<file path="src/hdl/lpa_pkg.sv">
// Package: payload types, mode and phase codes for the LED animation controller
`timescale 1ns / 1ps
package lpa_pkg;
    localparam int RampStepBitsDef = 8;
    localparam int BrightBitsDef   = 16;
    localparam int LevelBitsDef    = 8;
    localparam int TickBitsDef     = 16;

    localparam logic [1:0] M_OFF    = 2'd0;
    localparam logic [1:0] M_SOLID  = 2'd1;
    localparam logic [1:0] M_FLASH  = 2'd2;
    localparam logic [1:0] M_BREATH = 2'd3;

    localparam logic [2:0] PH_IN      = 3'd0;
    localparam logic [2:0] PH_HOLDIN  = 3'd1;
    localparam logic [2:0] PH_OUT     = 3'd2;
    localparam logic [2:0] PH_HOLDOUT = 3'd3;
    localparam logic [2:0] PH_DONE    = 3'd4;

    localparam logic KIND_TICK = 1'b0;
    localparam logic KIND_CMD  = 1'b1;

    typedef struct packed {
        logic              kind;
        logic [1:0]        command;
        logic              force_now;
        logic [7:0]        duty;
        logic [15:0]       on_ticks;
        logic [15:0]       off_ticks;
        logic signed [7:0] flash_times;
        logic              start_on;
        logic [15:0]       period_ticks;
        logic [15:0]       hold_in_ticks;
        logic [15:0]       hold_out_ticks;
    } t_in_item;

    typedef struct packed {
        logic [15:0] pwm_duty;
        logic [1:0]  mode;
    } t_out_item;

    // classified item handed from front to back
    typedef struct packed {
        logic        is_cmd;
        logic        force_now;
        logic [2:0]  code;     // 0 none, else command + 1
        logic [47:0] timings;
        logic [16:0] shape;    // duty | times<<8 | start_on<<16
    } t_work;
endpackage

</file>
<file path="src/hdl/lpa_front.sv">
// Front end: accepts input transactions, packs commands, feeds a two-entry queue
`timescale 1ns / 1ps
module lpa_front (
    input  logic              i_clk,
    input  logic              i_rst_n,
    input  logic              i_valid,
    output logic              o_stall,
    input  lpa_pkg::t_in_item i_item,
    output logic              o_q_valid,
    output lpa_pkg::t_work    o_q_work,
    input  logic              i_q_pop
);
    import lpa_pkg::*;

    t_work      r_q [2];
    logic       r_rd, r_wr;
    logic [1:0] r_cnt;
    t_work      w_cls;
    logic       w_push;

    always_comb begin
        w_cls = '0;
        w_cls.is_cmd = (i_item.kind == KIND_CMD);
        w_cls.force_now = i_item.force_now;
        w_cls.code = {1'b0, i_item.command} + 3'd1;
        case (i_item.command)
            M_SOLID: w_cls.shape = {9'd0, i_item.duty};
            M_FLASH: begin
                w_cls.timings = {16'd0, i_item.off_ticks, i_item.on_ticks};
                w_cls.shape = {i_item.start_on, i_item.flash_times, i_item.duty};
            end
            M_BREATH: begin
                w_cls.timings = {i_item.hold_out_ticks, i_item.hold_in_ticks,
                                 i_item.period_ticks};
                w_cls.shape = {9'd0, i_item.duty};
            end
            default: ;
        endcase
    end

    assign o_stall   = (r_cnt == 2'd2);
    assign w_push    = i_valid && !o_stall;
    assign o_q_valid = (r_cnt != 2'd0);
    assign o_q_work  = r_q[r_rd];

    always_ff @(posedge i_clk) begin
        if (w_push) r_q[r_wr] <= w_cls;
        if (!i_rst_n) begin
            r_rd <= 1'b0; r_wr <= 1'b0; r_cnt <= 2'd0;
        end else begin
            if (w_push) r_wr <= ~r_wr;
            if (i_q_pop) r_rd <= ~r_rd;
            r_cnt <= r_cnt + {1'b0, w_push} - {1'b0, i_q_pop};
        end
    end
endmodule

</file>
<file path="src/hdl/lpa_back.sv">
// Back end: animation sequencer with two multipliers used in turn and an output register
`timescale 1ns / 1ps
module lpa_back #(
    parameter int RAMP_STEP_BITS = lpa_pkg::RampStepBitsDef,
    parameter int BRIGHT_BITS    = lpa_pkg::BrightBitsDef,
    parameter int LEVEL_BITS     = lpa_pkg::LevelBitsDef,
    parameter int TICK_BITS      = lpa_pkg::TickBitsDef
) (
    input  logic               i_clk,
    input  logic               i_rst_n,
    input  logic [15:0]        i_max_pulse,
    input  logic               i_q_valid,
    input  lpa_pkg::t_work     i_q_work,
    output logic               o_q_pop,
    output logic               o_valid,
    input  logic               i_stall,
    output lpa_pkg::t_out_item o_item
);
    import lpa_pkg::*;

    localparam int TB = TICK_BITS;
    localparam int BB = BRIGHT_BITS + 1;
    localparam logic [BB-1:0] BrightFull = BB'(1) << BRIGHT_BITS;
    localparam logic [TB-1:0] TickMax = '1;

    // sequencer states
    localparam logic [2:0] S_IDLE = 3'd0;
    localparam logic [2:0] S_MUL1 = 3'd1; // max_pulse * x
    localparam logic [2:0] S_MUL2 = 3'd2; // (prev >> BRIGHT) * level
    localparam logic [2:0] S_OUT  = 3'd3;

    logic [2:0]    r_st;
    logic [1:0]    r_mode;
    logic          r_cfgd;
    logic [TB-1:0] r_tcnt;
    logic [2:0]    r_acode, r_pcode;
    logic [47:0]   r_atim, r_ptim;
    logic [16:0]   r_ashp, r_pshp;
    logic [7:0]    r_fleft;
    logic          r_lit;
    logic [2:0]    r_ph;
    logic [TB-1:0] r_tps, r_ramp, r_phold, r_dhold, r_stc;
    logic [BB-1:0] r_bri;
    logic [10:0]   r_bstep;
    logic [15:0]   r_duty;
    logic          r_mul_br;   // pending multiply uses brightness path
    logic [BB-1:0] r_mul_x;
    logic [7:0]    r_lvl;
    logic [BB+15:0] r_prod;
    logic          r_ovalid;
    t_out_item     r_oitem;

    logic [TB-1:0] w_t0, w_t1, w_t2;
    assign w_t0 = TB'(r_atim[15:0]);
    assign w_t1 = TB'(r_atim[31:16]);
    assign w_t2 = TB'(r_atim[47:32]);

    // breath configuration arithmetic
    logic [TB+1:0] w_hsum, w_half;
    logic [TB+1:0] w_tps;
    logic [TB-1:0] w_ramp;
    logic signed [TB+3:0] w_err, w_ph, w_dh;
    logic [TB-1:0] w_phs, w_dhs;
    always_comb begin
        w_hsum = (TB+2)'(w_t1) + (TB+2)'(w_t2);
        w_half = (w_hsum > (TB+2)'(w_t0)) ? '0 : (((TB+2)'(w_t0) - w_hsum) >> 1);
        w_tps  = (w_half + (TB+2)'(1 << (RAMP_STEP_BITS-1))) >> RAMP_STEP_BITS;
        w_ramp = TB'(w_tps << RAMP_STEP_BITS);
        w_err  = $signed({2'b0, w_half}) - $signed((TB+4)'(w_ramp));
        w_ph   = $signed((TB+4)'(w_t1)) + w_err;
        w_dh   = $signed((TB+4)'(w_t2)) + w_err;
        w_phs  = (w_ph < 0) ? '0 : (w_ph > $signed((TB+4)'(TickMax))) ? TickMax : TB'(w_ph);
        w_dhs  = (w_dh < 0) ? '0 : (w_dh > $signed((TB+4)'(TickMax))) ? TickMax : TB'(w_dh);
    end

    logic w_busy;
    assign w_busy = r_ovalid && i_stall;
    assign o_q_pop = (r_st == S_IDLE) && i_q_valid && !w_busy;
    assign o_valid = r_ovalid;
    assign o_item  = r_oitem;

    // tick processing into next-state variables
    logic [1:0]    n_mode;
    logic          n_cfgd, n_lit;
    logic [TB-1:0] n_tcnt, n_tps, n_ramp, n_phold, n_dhold, n_stc;
    logic [2:0]    n_acode, n_pcode, n_ph;
    logic [47:0]   n_atim, n_ptim;
    logic [16:0]   n_ashp, n_pshp;
    logic [7:0]    n_fleft;
    logic [BB-1:0] n_bri;
    logic [10:0]   n_bstep;
    logic [15:0]   n_duty;
    logic          n_mul, n_mul_br;
    logic [BB-1:0] n_mul_x;
    logic [BB:0]   w_bsum;
    logic [7:0]    w_lvl;
    logic          w_son;

    always_comb begin
        n_mode = r_mode; n_cfgd = r_cfgd; n_lit = r_lit; n_tcnt = r_tcnt;
        n_tps = r_tps; n_ramp = r_ramp; n_phold = r_phold; n_dhold = r_dhold;
        n_stc = r_stc; n_acode = r_acode; n_pcode = r_pcode; n_ph = r_ph;
        n_atim = r_atim; n_ptim = r_ptim; n_ashp = r_ashp; n_pshp = r_pshp;
        n_fleft = r_fleft; n_bri = r_bri; n_bstep = r_bstep; n_duty = r_duty;
        n_mul = 1'b0; n_mul_br = 1'b0; n_mul_x = '0; w_bsum = '0;
        w_lvl = r_ashp[7:0];
        w_son = r_ashp[16];
        if (r_tcnt != '0) n_tcnt = r_tcnt - TB'(1);
        if (r_mode == M_OFF) begin
            if (!r_cfgd) begin
                n_duty = '0;
                if (r_acode == 3'd1) n_acode = 3'd0;
                n_cfgd = 1'b1;
            end
            if (n_acode >= 3'd2) begin
                n_mode = 2'(n_acode - 3'd1);
                n_acode = 3'd0; n_cfgd = 1'b0; n_tcnt = '0;
            end
        end else if (r_acode != 3'd0) begin
            n_mode = M_OFF; n_cfgd = 1'b0; n_tcnt = '0;
        end else if (r_mode == M_SOLID) begin
            if (!r_cfgd) begin
                n_mul = 1'b1; n_mul_x = BB'(w_lvl); n_cfgd = 1'b1;
            end
            if (r_pcode != 3'd0) begin
                n_acode = r_pcode; n_atim = r_ptim; n_ashp = r_pshp;
                n_pcode = '0; n_ptim = '0; n_pshp = '0;
            end
        end else if (r_mode == M_FLASH) begin
            if (!r_cfgd) begin
                n_fleft = r_ashp[15:8];
                if (w_son) begin
                    n_tcnt = w_t0; n_mul = 1'b1; n_mul_x = BB'(w_lvl); n_lit = 1'b1;
                end else begin
                    n_tcnt = w_t1; n_duty = '0; n_lit = 1'b0;
                end
                n_cfgd = 1'b1;
            end
            if (r_ashp[15]) n_fleft = 8'hFF;
            if (n_tcnt == '0) begin
                if (n_fleft == 8'd0) begin
                    // a lit start that ends at once keeps its level
                    if (r_pcode != 3'd0) begin
                        n_acode = r_pcode; n_atim = r_ptim; n_ashp = r_pshp;
                        n_pcode = '0; n_ptim = '0; n_pshp = '0;
                    end
                    n_mode = M_OFF; n_cfgd = 1'b0;
                end else if (n_lit) begin
                    n_duty = '0; n_lit = 1'b0; n_tcnt = w_t1; n_mul = 1'b0;
                    if (w_son) n_fleft = n_fleft - 8'd1;
                end else begin
                    n_mul = 1'b1; n_mul_x = BB'(w_lvl); n_lit = 1'b1; n_tcnt = w_t0;
                    if (!w_son) n_fleft = n_fleft - 8'd1;
                end
            end
        end else if (!r_cfgd) begin
            n_tps = TB'(w_tps); n_ramp = w_ramp; n_phold = w_phs; n_dhold = w_dhs;
            n_stc = '0; n_bstep = 11'd1; n_bri = '0; n_tcnt = w_ramp;
            n_ph = PH_IN; n_cfgd = 1'b1;
        end else begin
            case (r_ph)
                PH_IN, PH_OUT: begin
                    if (n_tcnt == '0) begin
                        n_stc = '0;
                        if (r_ph == PH_IN) begin
                            n_mul = 1'b1; n_mul_x = BB'(w_lvl); n_tcnt = r_phold;
                            n_bstep = (r_bstep >= 11'd2) ? r_bstep - 11'd2 : 11'd0;
                            n_ph = PH_HOLDIN;
                        end else begin
                            n_duty = '0; n_tcnt = r_dhold; n_bstep = 11'd1;
                            n_bri = '0; n_ph = PH_HOLDOUT;
                        end
                    end else begin
                        n_stc = r_stc + TB'(1);
                        if (n_stc >= r_tps) begin
                            if (r_ph == PH_IN) begin
                                w_bsum = {1'b0, r_bri} + (BB+1)'(r_bstep);
                                n_bri = (w_bsum > (BB+1)'(BrightFull)) ? BrightFull
                                                                        : BB'(w_bsum);
                                n_bstep = r_bstep + 11'd2;
                            end else if (r_bri >= BB'(r_bstep)) begin
                                n_bri = r_bri - BB'(r_bstep);
                                if (r_bstep > 11'd1) n_bstep = r_bstep - 11'd2;
                            end
                            n_mul = 1'b1; n_mul_br = 1'b1; n_mul_x = n_bri;
                            n_stc = '0;
                        end
                    end
                end
                PH_HOLDIN: if (n_tcnt == '0) begin n_tcnt = r_ramp; n_ph = PH_OUT; end
                PH_HOLDOUT: if (n_tcnt == '0) begin
                    n_tcnt = r_ramp; n_ph = PH_DONE;
                    if (r_pcode != 3'd0) begin
                        n_acode = r_pcode; n_atim = r_ptim; n_ashp = r_pshp;
                        n_pcode = '0; n_ptim = '0; n_pshp = '0;
                    end
                end
                default: n_mode = M_OFF;
            endcase
        end
    end

    logic [BB+15:0] w_p1;
    logic [BB+15:0] w_p2;
    assign w_p1 = (BB+16)'(i_max_pulse) * (BB+16)'(r_mul_x);
    assign w_p2 = (BB+16)'(16'(r_prod >> BRIGHT_BITS)) * (BB+16)'(r_lvl);

    always_ff @(posedge i_clk) begin
        if (!i_rst_n) begin
            r_st <= S_IDLE; r_mode <= M_OFF; r_cfgd <= 1'b0; r_tcnt <= '0;
            r_acode <= '0; r_pcode <= '0; r_atim <= '0; r_ptim <= '0;
            r_ashp <= '0; r_pshp <= '0; r_fleft <= '0; r_lit <= 1'b0;
            r_ph <= PH_IN; r_tps <= '0; r_ramp <= '0; r_phold <= '0;
            r_dhold <= '0; r_stc <= '0; r_bri <= '0; r_bstep <= 11'd1;
            r_duty <= '0; r_ovalid <= 1'b0; r_mul_br <= 1'b0;
        end else begin
            if (r_ovalid && !i_stall) r_ovalid <= 1'b0;
            case (r_st)
                S_IDLE: if (o_q_pop) begin
                    if (i_q_work.is_cmd) begin
                        if (i_q_work.force_now) begin
                            r_acode <= i_q_work.code; r_atim <= i_q_work.timings;
                            r_ashp <= i_q_work.shape;
                        end else begin
                            r_pcode <= i_q_work.code; r_ptim <= i_q_work.timings;
                            r_pshp <= i_q_work.shape;
                        end
                        r_st <= S_OUT;
                    end else begin
                        r_mode <= n_mode; r_cfgd <= n_cfgd; r_lit <= n_lit;
                        r_tcnt <= n_tcnt; r_tps <= n_tps; r_ramp <= n_ramp;
                        r_phold <= n_phold; r_dhold <= n_dhold; r_stc <= n_stc;
                        r_acode <= n_acode; r_pcode <= n_pcode; r_ph <= n_ph;
                        r_atim <= n_atim; r_ptim <= n_ptim; r_ashp <= n_ashp;
                        r_pshp <= n_pshp; r_fleft <= n_fleft; r_bri <= n_bri;
                        r_bstep <= n_bstep; r_duty <= n_duty;
                        r_mul_br <= n_mul_br; r_mul_x <= n_mul_x;
                        r_lvl <= w_lvl;
                        r_st <= n_mul ? S_MUL1 : S_OUT;
                    end
                end
                S_MUL1: begin
                    r_prod <= w_p1;
                    if (r_mul_br) r_st <= S_MUL2;
                    else begin
                        r_duty <= 16'(w_p1 >> LEVEL_BITS);
                        r_st <= S_OUT;
                    end
                end
                S_MUL2: begin
                    r_duty <= 16'(w_p2 >> LEVEL_BITS);
                    r_st <= S_OUT;
                end
                S_OUT: begin
                    r_ovalid <= 1'b1;
                    r_oitem.pwm_duty <= r_duty;
                    r_oitem.mode <= r_mode;
                    r_st <= S_IDLE;
                end
                default: r_st <= S_IDLE;
            endcase
        end
    end
endmodule

</file>
<file path="src/hdl/led_pwm_animation_controller.sv">
// Top level of the LED PWM animation controller
`timescale 1ns / 1ps
// Each accepted transaction passes through the queue and the back end's states
// S_IDLE, S_MUL1 and S_MUL2 where products are needed, then S_OUT, which registers
// the result; a new one is popped only in S_IDLE and not while a result is stalled.
// A two-entry queue separates input acceptance from the sequencer.
// Reset (i_rst_n low, synchronous) clears mode, slots, queue and max_pulse.
module led_pwm_animation_controller #(
    parameter int RAMP_STEP_BITS = lpa_pkg::RampStepBitsDef,
    parameter int BRIGHT_BITS    = lpa_pkg::BrightBitsDef,
    parameter int LEVEL_BITS     = lpa_pkg::LevelBitsDef,
    parameter int TICK_BITS      = lpa_pkg::TickBitsDef
) (
    input  logic               i_clk,
    input  logic               i_rst_n,
    input  logic               i_valid,
    output logic               o_stall,
    input  lpa_pkg::t_in_item  i_item,
    output logic               o_valid,
    input  logic               i_stall,
    output lpa_pkg::t_out_item o_item,
    input  logic               i_cfg_we,
    input  logic [15:0]        i_cfg_data
);
    import lpa_pkg::*;

    logic [15:0] r_max_pulse;
    logic        w_q_valid, w_q_pop;
    t_work       w_q_work;

    // max_pulse register
    always_ff @(posedge i_clk) begin
        if (!i_rst_n) r_max_pulse <= '0;
        else if (i_cfg_we) r_max_pulse <= i_cfg_data;
    end

    lpa_front u_front (
        .i_clk, .i_rst_n, .i_valid, .o_stall, .i_item,
        .o_q_valid(w_q_valid), .o_q_work(w_q_work), .i_q_pop(w_q_pop)
    );

    lpa_back #(
        .RAMP_STEP_BITS(RAMP_STEP_BITS), .BRIGHT_BITS(BRIGHT_BITS),
        .LEVEL_BITS(LEVEL_BITS), .TICK_BITS(TICK_BITS)
    ) u_back (
        .i_clk, .i_rst_n, .i_max_pulse(r_max_pulse),
        .i_q_valid(w_q_valid), .i_q_work(w_q_work), .o_q_pop(w_q_pop),
        .o_valid, .i_stall, .o_item
    );
endmodule

</file>
<file path="config.mk">
export PLATFORM = sky130hd
export DESIGN_NAME = led_pwm_animation_controller
export DESIGN_NICKNAME = d
export VERILOG_FILES = /design/src/hdl/lpa_pkg.sv /design/src/hdl/lpa_front.sv /design/src/hdl/lpa_back.sv /design/src/hdl/led_pwm_animation_controller.sv
export SDC_FILE = /design/constraint.sdc
export NUM_CORES = 2
export LEC_CHECK = 0
export BUFFER_PORTS_ARGS = -buffer_cell sky130_fd_sc_hd__buf_2
export CORE_UTILIZATION = 44
export DETAILED_ROUTE_END_ITERATION = 7
export GPL_TIMING_DRIVEN = 0
export MAX_ROUTING_LAYER = met4
export PLACE_DENSITY = 0.72
export SYNTH_ARGS = -nofsm -noshare
export SYNTH_HDL_FRONTEND = slang
export SYNTH_SLANG_ARGS = --single-unit
</file>
<file path="constraint.sdc">
create_clock -name i_clk -period 7.5 [get_ports i_clk]
set_clock_uncertainty 0.2 [all_clocks]
set_input_delay 0.75 -clock i_clk [delete_from_list [all_inputs] [get_ports i_clk]]
set_output_delay 0.75 -clock i_clk [all_outputs]
set_load 0.02 [all_outputs]
</file>
# Word level (Yosys, flattened, before mapping)

Memories as Yosys holds them, arrays and structs flattened. A register that Yosys moved wholly into a read port is not among the register bits.
Index checks and enable logic that the tools add are counted.

Memories: 1
Bits in read-only memories: 0
Latch bits: 0
RAM bits: 140
Register bits after elaboration: 377
Input port bits: 122

Shifts and indexed selects: 0
Div/mod/pow operators: 0
$lt $le $gt $ge: 11
Reduce and logical (&&, ||, !) cells: 47
Add/sub/neg operators: 17
Bitwise gates (word level): 8
Mux-type cells: 228
Equality and inequality tests: 46
Multipliers: 2

Memories:

| memory      | depth | width | rd ports | clocked after memory_dff | write ports | RTL line        | RTL |
|---|---|---|---|---|---|---|---|
| u_front.r_q | 2     | 70    | 1        | 1                        | 1           | lpa_front.sv:15 | `t_work r_q [2];` |

Operator list:

| operator              | number |
|---|---|
| $mux 48               | 24 |
| $mux 17               | 43 |
| $mux 16               | 44 |
| $mux 8                | 14 |
| $mux 3                | 34 |
| $mux 11               | 9 |
| $pmux 48 s2           | 1 |
| $pmux 16 s3           | 1 |
| $mux 1                | 43 |
| $add 17x19->20        | 2 |
| $gt 20x17->1 const B  | 2 |
| $lt 20x1->1 const B   | 2 |
| $pmux 17 s2           | 1 |
| $reduce_and 11->1     | 3 |
| $logic_not 16->1      | 2 |
| $mul 16x17->32        | 1 |
| $pmux 16 s2           | 1 |
| $reduce_and 10->1     | 3 |
| $mul 16x8->24         | 1 |
| $ne 3x3->1 const B    | 8 |
| $ne 4x4->1 const B    | 6 |
| $mux 2                | 11 |
| $add 17x11->18        | 1 |
| $add 18x8->18 const B | 1 |
| 51 further kinds      | 101 |

# Logic depth before layout (Yosys ltp)

Depth after elaboration: 17
Depth in mapped cells: 41

# Modules after synthesis

From an unflattened synthesis, not the netlist that was laid out.

Cells, all modules: 4370
Area, all modules: 40595.2 um^2

Modules (own cells, without submodules):

| module                       | area an instance (um^2) | instances | cells an instance |
|---|---|---|---|
| lpa_back                     | 34026.4                 | 1         | 3991 |
| lpa_front                    | 5953.2                  | 1         | 328 |
| led_pwm_animation_controller | 615.6                   | 1         | 51 |

# Worst setup path before layout

No wires, ideal clock.

Kind: register -> register
Start: reg u_back.r_atim[17]
End: reg u_back.r_dhold[8]
Arrival: 7.432 ns
Buffers on the path: 1
Setup time: 0.122 ns
Setup slack: -0.254 ns
Data required time: 7.178 ns
Cell stages (with the launch flop): 40
Clock period less this slack: 7.754 ns
Path through: dfxtp_1 ha_1 a21o_1 a21oi_1 o21bai_1 a21oi_1 o21bai_1 a21oi_1 o21ai_0 a21oi_1 o21ai_0 a21oi_1 nor2_1 nor2_1 xor2_1 ha_1 and4_1 nand2_1 [4 not listed] nand4_1 nor3_1 ha_1 xor2_1 o22ai_1 a31o_2 xor2_1 ha_1 a21oi_1 nand2_1 o21a_1 inv_1 and2_1 o211ai_1 a211oi_2 nor3_2 buf_6 a221o_1

Word-level cells in the longest chain between the ends: 9
Elaborated cells between the ends (all ways): 11
Those cells by class: add/sub: 5; order compare: 3; mux: 3

RTL lines:

| element                                               | RTL line        | RTL |
|---|---|---|
| start: declaration                                    | lpa_back.sv:37  | `logic [47:0] r_atim, r_ptim;` |
| start signal: assignment                              | lpa_back.sv:222 | `r_acode <= i_q_work.code; r_atim <= i_q_work.timings;` |
| start signal: assignment                              | lpa_back.sv:234 | `r_atim <= n_atim; r_ptim <= n_ptim; r_ashp <= n_ashp;` |
| $add 16x16->17 (*)                                    | lpa_back.sv:65  | `w_hsum = (TB+2)'(w_t1) + (TB+2)'(w_t2);` |
| $sub 16x18->18 / $gt 18x16->1 (equally long branches) | lpa_back.sv:66  | `w_half = (w_hsum > (TB+2)'(w_t0)) ? '0 : (((TB+2)'(w_t0) - w_hsum) >> 1);` |
| $mux 17 (*)                                           | lpa_back.sv:66  |  |
| $add 18x8->18 (*)                                     | lpa_back.sv:67  | `w_tps = (w_half + (TB+2)'(1 << (RAMP_STEP_BITS-1))) >> RAMP_STEP_BITS;` |
| net u_back.w_ramp[11]                                 | lpa_back.sv:61  | `logic [TB-1:0] w_ramp;` |
| $sub 17x16->18 (*)                                    | lpa_back.sv:69  | `w_err = $signed({2'b0, w_half}) - $signed((TB+4)'(w_ramp));` |
| $add 17x19->20 (*)                                    | lpa_back.sv:71  | `w_dh = $signed((TB+4)'(w_t2)) + w_err;` |
| $gt 20x17->1                                          | lpa_back.sv:73  | `w_dhs = (w_dh < 0) ? '0 : (w_dh > $signed((TB+4)'(TickMax))) ? TickMax : TB'(w_dh);` |
| $mux 16                                               | lpa_back.sv:73  |  |
| $mux 16 (*)                                           | lpa_back.sv:73  |  |
| end signal: assignment                                | lpa_back.sv:232 | `r_phold <= n_phold; r_dhold <= n_dhold; r_stc <= n_stc;` |
| end: declaration                                      | lpa_back.sv:42  | `logic [TB-1:0] r_tps, r_ramp, r_phold, r_dhold, r_stc;` |

Mark *: on every way through the listed nets, which the timed path passes. The rest lies on a longest branch.
A chain may end at the register's enable or synchronous reset.

# Worst setup path after layout

Start: reg u_back.r_atim[16]
End: reg u_back.r_phold[15]

Word-level cells in the longest chain between the ends: 9
Elaborated cells between the ends (all ways): 11
Those cells by class: add/sub: 5; order compare: 3; mux: 3

RTL lines:

| element                                               | RTL line        | RTL |
|---|---|---|
| $add 16x16->17 (*)                                    | lpa_back.sv:65  |  |
| $sub 16x18->18 / $gt 18x16->1 (equally long branches) | lpa_back.sv:66  |  |
| $mux 17 (*)                                           | lpa_back.sv:66  |  |
| $add 18x8->18 (*)                                     | lpa_back.sv:67  |  |
| net u_back.w_ramp[11]                                 | lpa_back.sv:61  |  |
| $sub 17x16->18 (*)                                    | lpa_back.sv:69  |  |
| $add 17x19->20 (*)                                    | lpa_back.sv:70  | `w_ph = $signed((TB+4)'(w_t1)) + w_err;` |
| $gt 20x17->1                                          | lpa_back.sv:72  | `w_phs = (w_ph < 0) ? '0 : (w_ph > $signed((TB+4)'(TickMax))) ? TickMax : TB'(w_ph);` |
| $mux 16                                               | lpa_back.sv:72  |  |
| $mux 16 (*)                                           | lpa_back.sv:72  |  |
| end signal: assignment                                | lpa_back.sv:232 |  |
| end: declaration                                      | lpa_back.sv:42  |  |

Marked as above.

==> impl_metrics.tcl <==
set metrics [dict create \
    status "finished, violations left" \
    violations "max-capacitance violations, negative setup slack" \
    crit_path_start_kind "flip-flop" \
    clockRootBuffer "clkbuf_16" \
    hold_path_class "input port to flip-flop" \
    maxCapViolCount 1 \
    multi_input_area_sq_um 26130 \
    yosysWarnings 0 \
    hold_buffers 0 \
    syn_nets 5153 \
    die_y_um 303.0 \
    clock_latency_ns 0.67 \
    most-common-layout-cells "588 x nand2_1, 408 x inv_1, 294 x fa_1" \
    power.leakage_uw 0.01908 \
    layout_commonest_cell "nand2_1" \
    p_int_uw 11120 \
    coreArea_sq_um 89870 \
    io_buffers 140 \
    fin_crit_ns 7.638 \
    grt_pass1_vias 32820 \
    wl_per_cell_um 19.82 \
    netlist_instances 4469 \
    rows 110 \
    overflow 0 \
    arrival_ns 8.02 \
    final_area_sq_um 45320 \
    area_growth_pct 13.67 \
    worst_hold_slack_ns 0.1091 \
    drive_above_1_share_pct 11.22 \
    p_comb_share_pct 71.0 \
    rsz0062_at_grt "true" \
    gp_congestion 0.9690 \
    wl_mm 118.0 \
    final-setup-viol-count 31 \
    stdcell_count 5956 \
    ff_latch_area_sq_um 11890 \
    r2r_cells 35 \
    fin_nets 5416 \
    p_seq_share_pct 16.2 \
    nFillCells 8292 \
    grt_pass1_wl_mm 182.9 \
    switching_share_pct 48.24 \
    yosysSeqAreaShare_pct 29.75 \
    yosysUniqueCellTypes 100 \
    die_w_um 303.0 \
    netlist_area_sq_um 39870 \
    htree_levels 2 \
    cpPeakStageDelay_ns 0.41 \
    cp_max_fo 9 \
    slew_headroom_pct 1.470 \
    viasPerCell 5.664 \
    place_ws_ns -1.320 \
    crit_type "flip-flop to flip-flop" \
    min_path_cells 1 \
    hold_viol_final 0 \
    antenna_found_initial 2 \
    cp-end-kind "flip-flop" \
    path_common_cell "buf_4" \
    power_uw 21480 \
    dp_cells 5788 \
    firstDrtPassIters 6 \
    power_density_nw_per_um2 474.0 \
    grt_max_degree 67 \
    fin_crit_sh_pct 101.8 \
    ctsLongestPathBuffers 3 \
    initial_core_util_pct 44.36 \
    grt.met2_usage_pct 42.73 \
    clock_sinks 493 \
    ant_nets 0 \
    p_sw_uw 10360 \
    worst_pin_slew_ns 1.465 \
    vdd_ir_drop_max_mv 0.7324 \
    synth-edff-count 199 \
    crit_required_ns 7.88 \
    synth-seq-cells 493 \
    use_met3_pct 2.478 \
    grt_most_used_layer "met2" \
    cts-buffers-inserted 54 \
    post_dp_cell_area_sq_um 42170 \
    via_count 33730 \
    cts_tree "yes" \
    drtIter0Drc 2963 \
    synth_flop_cell "dfxtp_1" \
    drc 0 \
    report.final.slew_viol_count 0 \
    max_clock_freq_mhz 130.9 \
    pin_count 142 \
    clkTransAtPathRegs_ns 0.06 \
    dp_hpwl_mm 91.95 \
    crit_slowest_cell "a211o_4" \
    met1_usage_pct 33.54 \
    synth_async_sr_flop_share_pct 0 \
    p_clk_share_pct 12.8 \
    grtUsageTotal_pct 26.18 \
    die_area_sq_um 91820 \
    syn_avg_cell_area_sq_um 8.921 \
    fin_ws_ns -0.1380 \
]
==> power by group through the flow <==
| stage | Sequential, uW | Combinational, uW | Clock (uW) |
|---|---|---|---|
| 2_1_floorplan | 3390 | 9440 | 0 |
| 3_3_place_gp | 3530 | 12200 | 0 |
| 4_1_cts | 3470 | 13700 | 2790 |
| 6_report | 3480 | 15300 | 2750 |
| 3_5_place_dp | 3520 | 12400 | 0 |
| 5_1_grt | 3500 | 16700 | 2890 |
==> final cells by class <==
type | instances | area share [%]
inverters | 412 | 3.413
well taps | 1176 | 3.247
diodes | 2 | 0.01104
plain buffers | 233 | 2.355
multi-input cells | 3320 | 57.67
clock buffers | 73 | 3.222
repair buffers | 218 | 3.015
clock inverters | 29 | 0.8311
flip-flops and latches | 493 | 26.24
==> routing by layer <==
| metal | vias up | part of all wire, % |
|---|---|---|
| met2 | 1281 | 48 |
| met5 | - | 0 |
| met1 | 16310 | 42 |
| met3 | 273 | 6.2 |
| li1 | 15870 | - |
| met4 | 0 | 4.3 |
==> cells in the mapped netlist, drive strengths merged, types with 23 or more instances <==
library cell	number	area share (%)
nand3	176	2.2
ha	267	8.4
nand2	593	5.6
clkbuf	196	1.9
xor2	44	0.97
and2	186	2.9
mux2i	145	3.6
fa	295	15
dfxtp	294	15
a22o	37	0.81
a21o	117	2.2
o21ai	266	3.3
and3	36	0.56
nand4	23	0.36
o21a	29	0.55
nor2	295	2.8
a31oi	33	0.52
nor2b	40	0.63
edfxtp	199	15
nor3	76	1.1
a211oi	42	0.82
inv	410	3.9
buf	48	0.69
xnor2	87	1.9
a21oi	173	2.2
or3	26	0.42
==> final timing paths <==
check | start | slack [ns] | endpoint
setup reg to reg | u_back.r_atim[16] | -0.14 | u_back.r_phold[15]
setup / recovery | u_back.r_atim[16] | -0.14 | u_back.r_phold[15]
hold reg to reg | u_back.r_duty[6] | 0.24 | u_back.o_item[8]
hold / removal | i_item[97] | 0.11 | u_front.r_q[0][68]
==> stage by stage <==
step           utilization [%]  setup TNS, ns
2_1_floorplan                -              0
3_3_place_gp             46.82         -37.41
3_5_place_dp             46.92         -42.44
4_1_cts                  49.74              0
5_1_grt                  50.42         -14.55
6_report                 50.42         -1.870
==> kinds of logic after synthesis <==
logic type / after synthesis / share of synthesized area (%)
adders and majority gates: 562 / 23.19
DFF: 493 / 29.75
and+or+nand+nor: 1542 / 18.38
xor gates and xnor gates: 131 / 2.897
muxes: 155 / 3.923
AOI/OAI and AO/OA: 929 / 15.41
buffers and inverters: 656 / 6.431
other: 1 / 0.009406
==> critical path, delay by kind of cell, from the launching register on <==
| kind | cells | cell delay, ns |
|---|---|---|
| xor gates and xnor gates | 3 | 0.45 |
| buffers and inverters | 5 | 0.78 |
| adders and majority gates | 6 | 1.64 |
| DFF | 1 | 0.36 |
| AOI/OAI and AO/OA | 13 | 2.70 |
| and+or+nand+nor | 8 | 1.39 |
==> state kept, by name, summed over array words and instances, names as in the netlist, 8 cells and up, named ones only <==
name            count
u_back.r_pshp      17
u_back.r_duty      16
u_back.r_bstep     11
u_back.r_tps       10
u_back.r_mul_x     17
u_back.r_atim      48
u_back.r_stc       16
u_back.r_ptim      48
u_back.r_dhold     16
u_back.r_fleft      8
u_back.r_ashp      17
u_back.r_bri       17
u_back.r_tcnt      16
u_back.r_phold     16
u_back.o_item      18
u_back.r_lvl        8
u_back.r_prod      16
r_max_pulse        16
u_front.r_q       140
==> timing repair <==
item                                   CTS  global route
endpoints found under the hold margin    0             0
pin swaps                               37            46
buffers inserted                        44            28
resized for setup                      102           124
setup endpoints to repair               47            42
cloned                                   1             1
Note: power is estimated with default switching activity, not from simulation.
